### config.mk
export PLATFORM = sky130hd
export DESIGN_NAME = nne_ctrl
export DESIGN_NICKNAME = d
export VERILOG_FILES = /design/src/rtl/nne_pkg.sv /design/src/rtl/nne_ctrl.sv
export SDC_FILE = /design/constraint.sdc
export NUM_CORES = 1
export LEC_CHECK = 0
export ABC_AREA = 1
export BUFFER_PORTS_ARGS = -buffer_cell sky130_fd_sc_hd__buf_2
export CAP_MARGIN = 0
export CORE_MARGIN = 10
export CORE_UTILIZATION = 58
export CTS_CLUSTER_SIZE = 10
export DETAILED_ROUTE_END_ITERATION = 7
export GPL_TIMING_DRIVEN = 0
export PLACE_DENSITY_LB_ADDON = 0.3
export REMOVE_ABC_BUFFERS = 1
export SYNTH_ARGS = -nofsm -noshare
export SYNTH_HDL_FRONTEND = slang
export SYNTH_SLANG_ARGS = --single-unit
### constraint.sdc
create_clock -name clk -period 3 [get_ports clk]
set_input_delay 0.45 -clock clk [delete_from_list [all_inputs] [get_ports clk]]
set_output_delay 0.45 -clock clk [all_outputs]
set_load 0.05 [all_outputs]
### src/rtl/nne_pkg.sv
// ----------------------------------------------------------------------------
// nne_pkg
// Shared types, codes, constants and arithmetic helpers of the neuron
// network Euler step block.
// ----------------------------------------------------------------------------
`default_nettype none

package nne_pkg;

	localparam int NEURONS         = 16;
	localparam int EXP_TABLE_DEPTH = 256;
	localparam int NIDX_W          = $clog2(NEURONS);
	localparam int WADDR_W         = 2 * NIDX_W;
	localparam int ROM_IDX_W       = $clog2(EXP_TABLE_DEPTH);
	localparam int ACC_W           = 41 + NIDX_W + 1;
	localparam int CFG_IDX_W       = 3;
	localparam logic signed [31:0] X_LIMIT = 32'sd524288;
	localparam logic [63:0] EINV_Q32 = 64'd1580030169;
	localparam int SERIES_TERMS    = 13;

	localparam logic [2:0] ACT_GAP     = 3'd0;
	localparam logic [2:0] ACT_SYN     = 3'd1;
	localparam logic [2:0] ACT_PARAM   = 3'd2;
	localparam logic [2:0] ACT_RESTART = 3'd3;
	localparam logic [2:0] ACT_TICK    = 3'd4;

	localparam logic [2:0] PSEL_INV_RES  = 3'd0;
	localparam logic [2:0] PSEL_INV_CAP  = 3'd1;
	localparam logic [2:0] PSEL_REVERSAL = 3'd2;
	localparam logic [2:0] PSEL_MIDPOINT = 3'd3;
	localparam logic [2:0] PSEL_INIT_V   = 3'd4;

	localparam logic [CFG_IDX_W-1:0] REG_GAP_COND  = 3'd0;
	localparam logic [CFG_IDX_W-1:0] REG_SYN_GMAX  = 3'd1;
	localparam logic [CFG_IDX_W-1:0] REG_LEAK_POT  = 3'd2;
	localparam logic [CFG_IDX_W-1:0] REG_SIG_SLOPE = 3'd3;
	localparam logic [CFG_IDX_W-1:0] REG_TIME_STEP = 3'd4;

	typedef enum logic [4:0] {
		S_CLEAR, S_IDLE,
		S_G_DIFF, S_G_MUL1, S_G_ROM, S_G_MUL2, S_G_STORE,
		S_L_DIFF, S_L_MUL, S_L_STORE,
		S_P_DIFF, S_P_MULG, S_P_MULS, S_P_ACCS,
		S_T_SUM, S_T_MUL1, S_T_MUL2, S_T_STORE,
		S_EMIT
	} state_t;

	typedef enum logic [4:0] {
		OP_NONE, OP_CLEAR, OP_ACCEPT,
		OP_G_DIFF, OP_G_MUL1, OP_G_ROM, OP_G_MUL2, OP_G_STORE,
		OP_L_DIFF, OP_L_MUL, OP_L_STORE,
		OP_P_DIFF, OP_P_MULG, OP_P_MULS, OP_P_ACCS,
		OP_T_SUM, OP_T_MUL1, OP_T_MUL2, OP_T_STORE,
		OP_EMIT
	} dp_op_t;

	typedef struct packed {
		dp_op_t            op;
		logic [NIDX_W-1:0] i;
		logic [NIDX_W-1:0] j;
	} dp_cmd_t;

	typedef struct packed {
		logic out_free;
	} dp_sts_t;

	typedef logic [31:0] sig_rom_t [EXP_TABLE_DEPTH];

	function automatic logic signed [63:0] sx64(input logic signed [31:0] a);
		return {{32{a[31]}}, a};
	endfunction

	function automatic logic signed [31:0] sat32(input logic signed [63:0] v);
		logic signed [31:0] r;
		if (v > 64'sd2147483647)
			r = 32'sh7fffffff;
		else if (v < -64'sd2147483648)
			r = 32'sh80000000;
		else
			r = v[31:0];
		return r;
	endfunction

	function automatic logic signed [31:0] mulq_rnd(input logic signed [63:0] p);
		logic signed [63:0] t;
		t = (p + 64'sd32768) >>> 16;
		return sat32(t);
	endfunction

	// shift-subtract quotient, used only while building the table
	function automatic logic [63:0] udiv64(input logic [63:0] n, input logic [63:0] d);
		logic [63:0] q, r;
		q = '0;
		r = '0;
		for (int b = 63; b >= 0; b--) begin
			r = {r[62:0], n[b]};
			if (r >= d) begin
				r = r - d;
				q[b] = 1'b1;
			end
		end
		return q;
	endfunction

	// sigmoid 1/(1+exp(x)) in Q16.16 over x in [-8,8]
	function automatic sig_rom_t build_sig_rom();
		sig_rom_t   rom;
		logic signed [63:0] x;
		logic [63:0] y, f, sum, term, den, num;
		int unsigned n;
		for (int k = 0; k < EXP_TABLE_DEPTH; k++) begin
			x = -64'sd524288 + $signed(udiv64(64'd1048576 * 64'(k),
				64'(EXP_TABLE_DEPTH - 1)));
			y = (x < 0) ? 64'(-x) : 64'(x);
			f = (y & 64'hffff) << 16;
			n = 32'((y >> 16) & 64'd15);
			sum = 64'd1 << 32;
			term = 64'd1 << 32;
			for (int kk = 1; kk <= SERIES_TERMS; kk++) begin
				term = udiv64((term * f) >> 32, 64'(kk));
				if (kk[0])
					sum = sum - term;
				else
					sum = sum + term;
			end
			for (int m = 0; m < 16; m++)
				if (m < n)
					sum = (sum * EINV_Q32) >> 32;
			den = (64'd1 << 32) + sum;
			num = (x >= 0) ? (sum << 16) : (64'd1 << 48);
			rom[k] = 32'(udiv64(num + (den >> 1), den));
		end
		return rom;
	endfunction

endpackage

`default_nettype wire

### src/rtl/nne_ctrl.sv
// ----------------------------------------------------------------------------
// nne_ctrl
// Sequencer: weight clear sweep, item acceptance and the tick schedule.
// ----------------------------------------------------------------------------
`default_nettype none

module nne_ctrl import nne_pkg::*; (
	input  wire logic       clk,
	input  wire logic       arst_n,
	input  wire logic       item_valid,
	input  wire logic [2:0] action,
	output logic            item_stall,
	output dp_cmd_t         cmd,
	input  wire dp_sts_t    sts
);

	localparam logic [NIDX_W-1:0] LAST = NIDX_W'(NEURONS - 1);

	state_t state_q, state_d;
	logic [NIDX_W-1:0] i_q, j_q, i_d, j_d;
	logic i_last, j_last;

	assign i_last = (i_q == LAST);
	assign j_last = (j_q == LAST);

	always_ff @(posedge clk or negedge arst_n) begin
		if (!arst_n) begin
			state_q <= S_CLEAR;
			i_q <= '0;
			j_q <= '0;
		end else begin
			state_q <= state_d;
			i_q <= i_d;
			j_q <= j_d;
		end
	end

	always_comb begin
		state_d = state_q;
		i_d = i_q;
		j_d = j_q;
		unique case (state_q)
			S_CLEAR: begin
				j_d = j_last ? '0 : j_q + 1'b1;
				if (j_last) begin
					i_d = i_last ? '0 : i_q + 1'b1;
					if (i_last)
						state_d = S_IDLE;
				end
			end
			S_IDLE: begin
				i_d = '0;
				j_d = '0;
				if (item_valid && action == ACT_TICK)
					state_d = S_G_DIFF;
			end
			S_G_DIFF:  state_d = S_G_MUL1;
			S_G_MUL1:  state_d = S_G_ROM;
			S_G_ROM:   state_d = S_G_MUL2;
			S_G_MUL2:  state_d = S_G_STORE;
			S_G_STORE: begin
				j_d = j_last ? '0 : j_q + 1'b1;
				state_d = j_last ? S_L_DIFF : S_G_DIFF;
			end
			S_L_DIFF:  state_d = S_L_MUL;
			S_L_MUL:   state_d = S_L_STORE;
			S_L_STORE: state_d = S_P_DIFF;
			S_P_DIFF:  state_d = S_P_MULG;
			S_P_MULG:  state_d = S_P_MULS;
			S_P_MULS:  state_d = S_P_ACCS;
			S_P_ACCS: begin
				j_d = j_last ? '0 : j_q + 1'b1;
				state_d = j_last ? S_T_SUM : S_P_DIFF;
			end
			S_T_SUM:   state_d = S_T_MUL1;
			S_T_MUL1:  state_d = S_T_MUL2;
			S_T_MUL2:  state_d = S_T_STORE;
			S_T_STORE: begin
				i_d = i_last ? '0 : i_q + 1'b1;
				state_d = i_last ? S_EMIT : S_L_DIFF;
			end
			S_EMIT: begin
				if (sts.out_free) begin
					i_d = i_last ? '0 : i_q + 1'b1;
					if (i_last)
						state_d = S_IDLE;
				end
			end
			default: state_d = S_IDLE;
		endcase
	end

	always_comb begin
		cmd.i = i_q;
		cmd.j = j_q;
		item_stall = (state_q != S_IDLE);
		unique case (state_q)
			S_CLEAR:   cmd.op = OP_CLEAR;
			S_IDLE:    cmd.op = item_valid ? OP_ACCEPT : OP_NONE;
			S_G_DIFF:  cmd.op = OP_G_DIFF;
			S_G_MUL1:  cmd.op = OP_G_MUL1;
			S_G_ROM:   cmd.op = OP_G_ROM;
			S_G_MUL2:  cmd.op = OP_G_MUL2;
			S_G_STORE: cmd.op = OP_G_STORE;
			S_L_DIFF:  cmd.op = OP_L_DIFF;
			S_L_MUL:   cmd.op = OP_L_MUL;
			S_L_STORE: cmd.op = OP_L_STORE;
			S_P_DIFF:  cmd.op = OP_P_DIFF;
			S_P_MULG:  cmd.op = OP_P_MULG;
			S_P_MULS:  cmd.op = OP_P_MULS;
			S_P_ACCS:  cmd.op = OP_P_ACCS;
			S_T_SUM:   cmd.op = OP_T_SUM;
			S_T_MUL1:  cmd.op = OP_T_MUL1;
			S_T_MUL2:  cmd.op = OP_T_MUL2;
			S_T_STORE: cmd.op = OP_T_STORE;
			S_EMIT:    cmd.op = OP_EMIT;
			default:   cmd.op = OP_NONE;
		endcase
	end

	a_emit_hold: assert property (@(posedge clk) disable iff (!arst_n)
		state_q == S_EMIT && !sts.out_free |=> state_q == S_EMIT && $stable(i_q))
		else $error("emit advanced without output slot");
	a_emit_entry: assert property (@(posedge clk) disable iff (!arst_n)
		state_q == S_T_STORE && i_last |=> state_q == S_EMIT && i_q == '0)
		else $error("emit phase not entered at neuron zero");
	a_tick_start: assert property (@(posedge clk) disable iff (!arst_n)
		state_q == S_IDLE && item_valid && action == ACT_TICK
		|=> state_q == S_G_DIFF && j_q == '0)
		else $error("tick did not start conductance pass");

endmodule

`default_nettype wire

==> metrics.md <==
| Metric | Value |
|---|---|
| Detailed router's first-iteration violation count | `33` |
| Drt total wl | `2.54 mm` |
| TritonCTS Buffers | `3` |
| Fin crit share | `0.785` |
| Post-DRT Antenna Nets | `0` |
| Hold slack final | `47.5 ps` |
| Post-DP HPWL | `2.16 mm` |
| Initial antenna violation count | `0` |
| Min-delay worst type | `in2async` |
| CTS tree | `done` |
| Crit path arrival time | `1900 ps` |
| Cell Pwr Density | `236 nW/um2` |
| Die ar. | `4010 um2` |
| Via/cell ratio | `5.25` |
| RSZ-0062 raised after global routing | `false` |
| Post CTS Setup Buffer Count | `0` |
| Nets | `193` |
| Largest family of logic cells by synthesized area | `simple AND/OR/NAND/NOR gates` |
| Compound-Gate Fraction of Synth Area | `0.0921` |
| PnR worst setup slack | `646 ps` |
| Die height | `63.3 um` |
| Critical path startpoint category | `flop` |
| Std cell rows | `15` |
| # IOs | `21` |
| Placer Congestion | `0.906` |
| Root Driver | `clkbuf_4` |
| Setup Skew | `6.07 ps` |
| Router iterations before antenna repair | `4` |
| Number of standard cells after synthesis | `160` |
| Final min period | `2350 ps` |
| #FFs+latches synth | `13` |
| Leakage power | `0.616 nW` |
| Total track usage | `0.133` |
| CP most frequent cell | `nand2_2` |
| Final Setup Violations | `0` |
| CORE AREA | `1750 um2` |
| Inserted Diodes | `0` |
| Area Overhead vs Synth | `13.2%` |
| Peak Freq | `425 MHz` |
| Unique masters post-synth | `26` |
| Vias in the first global route | `1071` |
| First-pass GRT wire length | `4.59 mm` |
| Crit end category | `output port` |
| Core Util, Final | `0.705` |
| Crit-path max FO | `9` |
| Die Width | `63.3 um` |
| Critical path class | `reg2out` |
| Design Power | `0.290 mW` |
| Commonest cells after routing, fill and taps aside | `nand2_1 (41), nor2_1 (25), buf_2 (20), nand3_1 (19), inv_1 (14)` |
| Final hold vios | `0` |
| Share of cells above drive strength 1 | `0.279` |
| Simple-Gate Fraction of Synth Area | `0.498` |
| Vias | `1091` |
| R2R cell count | `8` |
| VDD IR max | `0.186 mV` |
| Fill cells | `167` |
| Port Buffers | `20` |
| Cts repair resizes | `0` |
| Dpl ws | `993 ps` |
| Rel. slew slack | `0.727` |
| Xor and xnor area share after synthesis | `0.0161` |
| YS warnings | `0` |
| Multiplexer share of the synthesized area | `0` |
| Post-synthesis sequential area ratio | `0.299` |
| GRT overflow | `0` |
| Largest net degree at the start of global routing | `14` |
| Worst Tran Pin Value | `409 ps` |
| Top Family by Delay on Critical Path | `simple AND/OR/NAND/NOR gates` |
| Critical path cell sequence | `nand2_2 -> nor2_1 -> nand2_2 -> inv_2 -> nand2_1 -> nand4_1 -> buf_2` |
| CTS Sinks | `13` |
| Buf/Inv on CP | `2` |
| DRC Markers | `0` |
| Commonest non-fill, non-tap cell in the layout | `nand2_1` |
| Max-slew violations | `0` |
| Hold buffer count at CTS | `0` |
| Worst Path Required | `2550 ps` |
| Max Root-Sink Buffers | `2` |
| Clk slew on worst S/H paths | `80 ps` |
| Initial Util | `0.623` |
| Clock latency on the worst-skew pair | `270 ps` |
| Post-Synthesis Cell Area | `1090 um2` |
| MaxCap Viol Count | `0` |
| Status | `completed` |
| Wire per inst | `12.2 um` |
| Adder-Cell Fraction of Synth Area | `0.0230` |
| Slowest cell delay on critical path | `600 ps` |
| Syn avg cell area | `6.80 um2` |
| Cell count along the critical path | `7` |
| Crit-path slowest cell | `dfrtp_1` |
| H-tree depth | `1` |
| Post-Route Setup TNS | `0 ps` |
## worst paths after layout
check                                       start            endpoint  slack, ps
min                                        arst_n  i_q[0]$_DFFE_PN0P_         50
max reg2reg                state_q[0]$_DFFE_PN0P_  j_q[3]$_DFFE_PN0P_       1380
min reg2reg                    i_q[0]$_DFFE_PN0P_  i_q[0]$_DFFE_PN0P_        520
min in group clk               i_q[0]$_DFFE_PN0P_  i_q[0]$_DFFE_PN0P_        520
max                        state_q[0]$_DFFE_PN0P_              cmd[9]        650
max in group asynchronous                  arst_n  i_q[3]$_DFFE_PN0P_       2720
## synth_stat cells (all sizes together)
| master | instances | area share |
|---|---|---|
| nand2 | 47 | 0.18 |
| nor2 | 33 | 0.15 |
| nand3 | 22 | 0.12 |
| inv | 17 | 0.059 |
| dfrtp | 13 | 0.30 |
| o21ai | 9 | 0.059 |
| nand4 | 4 | 0.023 |
| a21oi | 2 | 0.0092 |
| and2 | 2 | 0.012 |
| ha | 2 | 0.023 |
| xor2 | 2 | 0.016 |
| a22oi | 1 | 0.012 |
| and3 | 1 | 0.0069 |
| clkbuf | 1 | 0.013 |
| nor3 | 1 | 0.0046 |
| o211ai | 1 | 0.0069 |
| o22ai | 1 | 0.0058 |
| or2 | 1 | 0.0058 |
## worst reg2reg max path, stage by stage (launching register included)
cell and delay (ps):
dfrtp_1 600, nand2_2 100, nor2_1 220, nand2_1 130
nand2_1 110, nor2_1 60, inv_1 100, nand2_1 90
o22ai_1 130
## routing by layer
metal / part of all wire / global-route usage / wire length (um)
met5: 0 / 0 / 0
met3: 0.043 / 0.0283 / 109
met2: 0.52 / 0.241 / 1310
met4: 0.0059 / 0.0328 / 15
met1: 0.43 / 0.155 / 1110
## cell type report
class | instances | area (um2) | area share
Inverter | 17 | 63.8 | 0.0518
Multi-Input combinational cell | 129 | 684 | 0.556
Tap cell | 25 | 31.3 | 0.0254
Sequential cell | 13 | 325 | 0.264
Timing Repair Buffer | 20 | 100 | 0.0813
Clock buffer | 4 | 26.3 | 0.0213
## cells by family (layout without fill, tap and decap cells)
kind of cell,count (synthesis),in the layout
buffers and inverters,18,41
flip-flops,13,13
AO/OA/AOI/OAI,14,14
adder cells (fa/ha/maj),2,2
AND/OR/NAND/NOR,111,111
XOR/XNOR,2,2
## through the flow
stage | area, um2 | instances
2_1_floorplan | 1070 | 159
3_5_place_dp | 1200 | 204
5_1_grt | 1230 | 208
6_report | 1230 | 208
4_1_cts | 1230 | 208
3_3_place_gp | 1200 | 204
## sequential cells by signal (all words and copies together), names as in the netlist
signal / cells
state_q: 5
i_q: 4
j_q: 4
## report_power, final
part           switching (mW)  leakage (nW)  total [mW]  internal [mW]
combinational         0.00500         0.455     0.00802        0.00302
clock                  0.0557        0.0150       0.107         0.0515
sequential                  0         0.146       0.175          0.175
No activity file was read; power rests on OpenSTA's default activity.
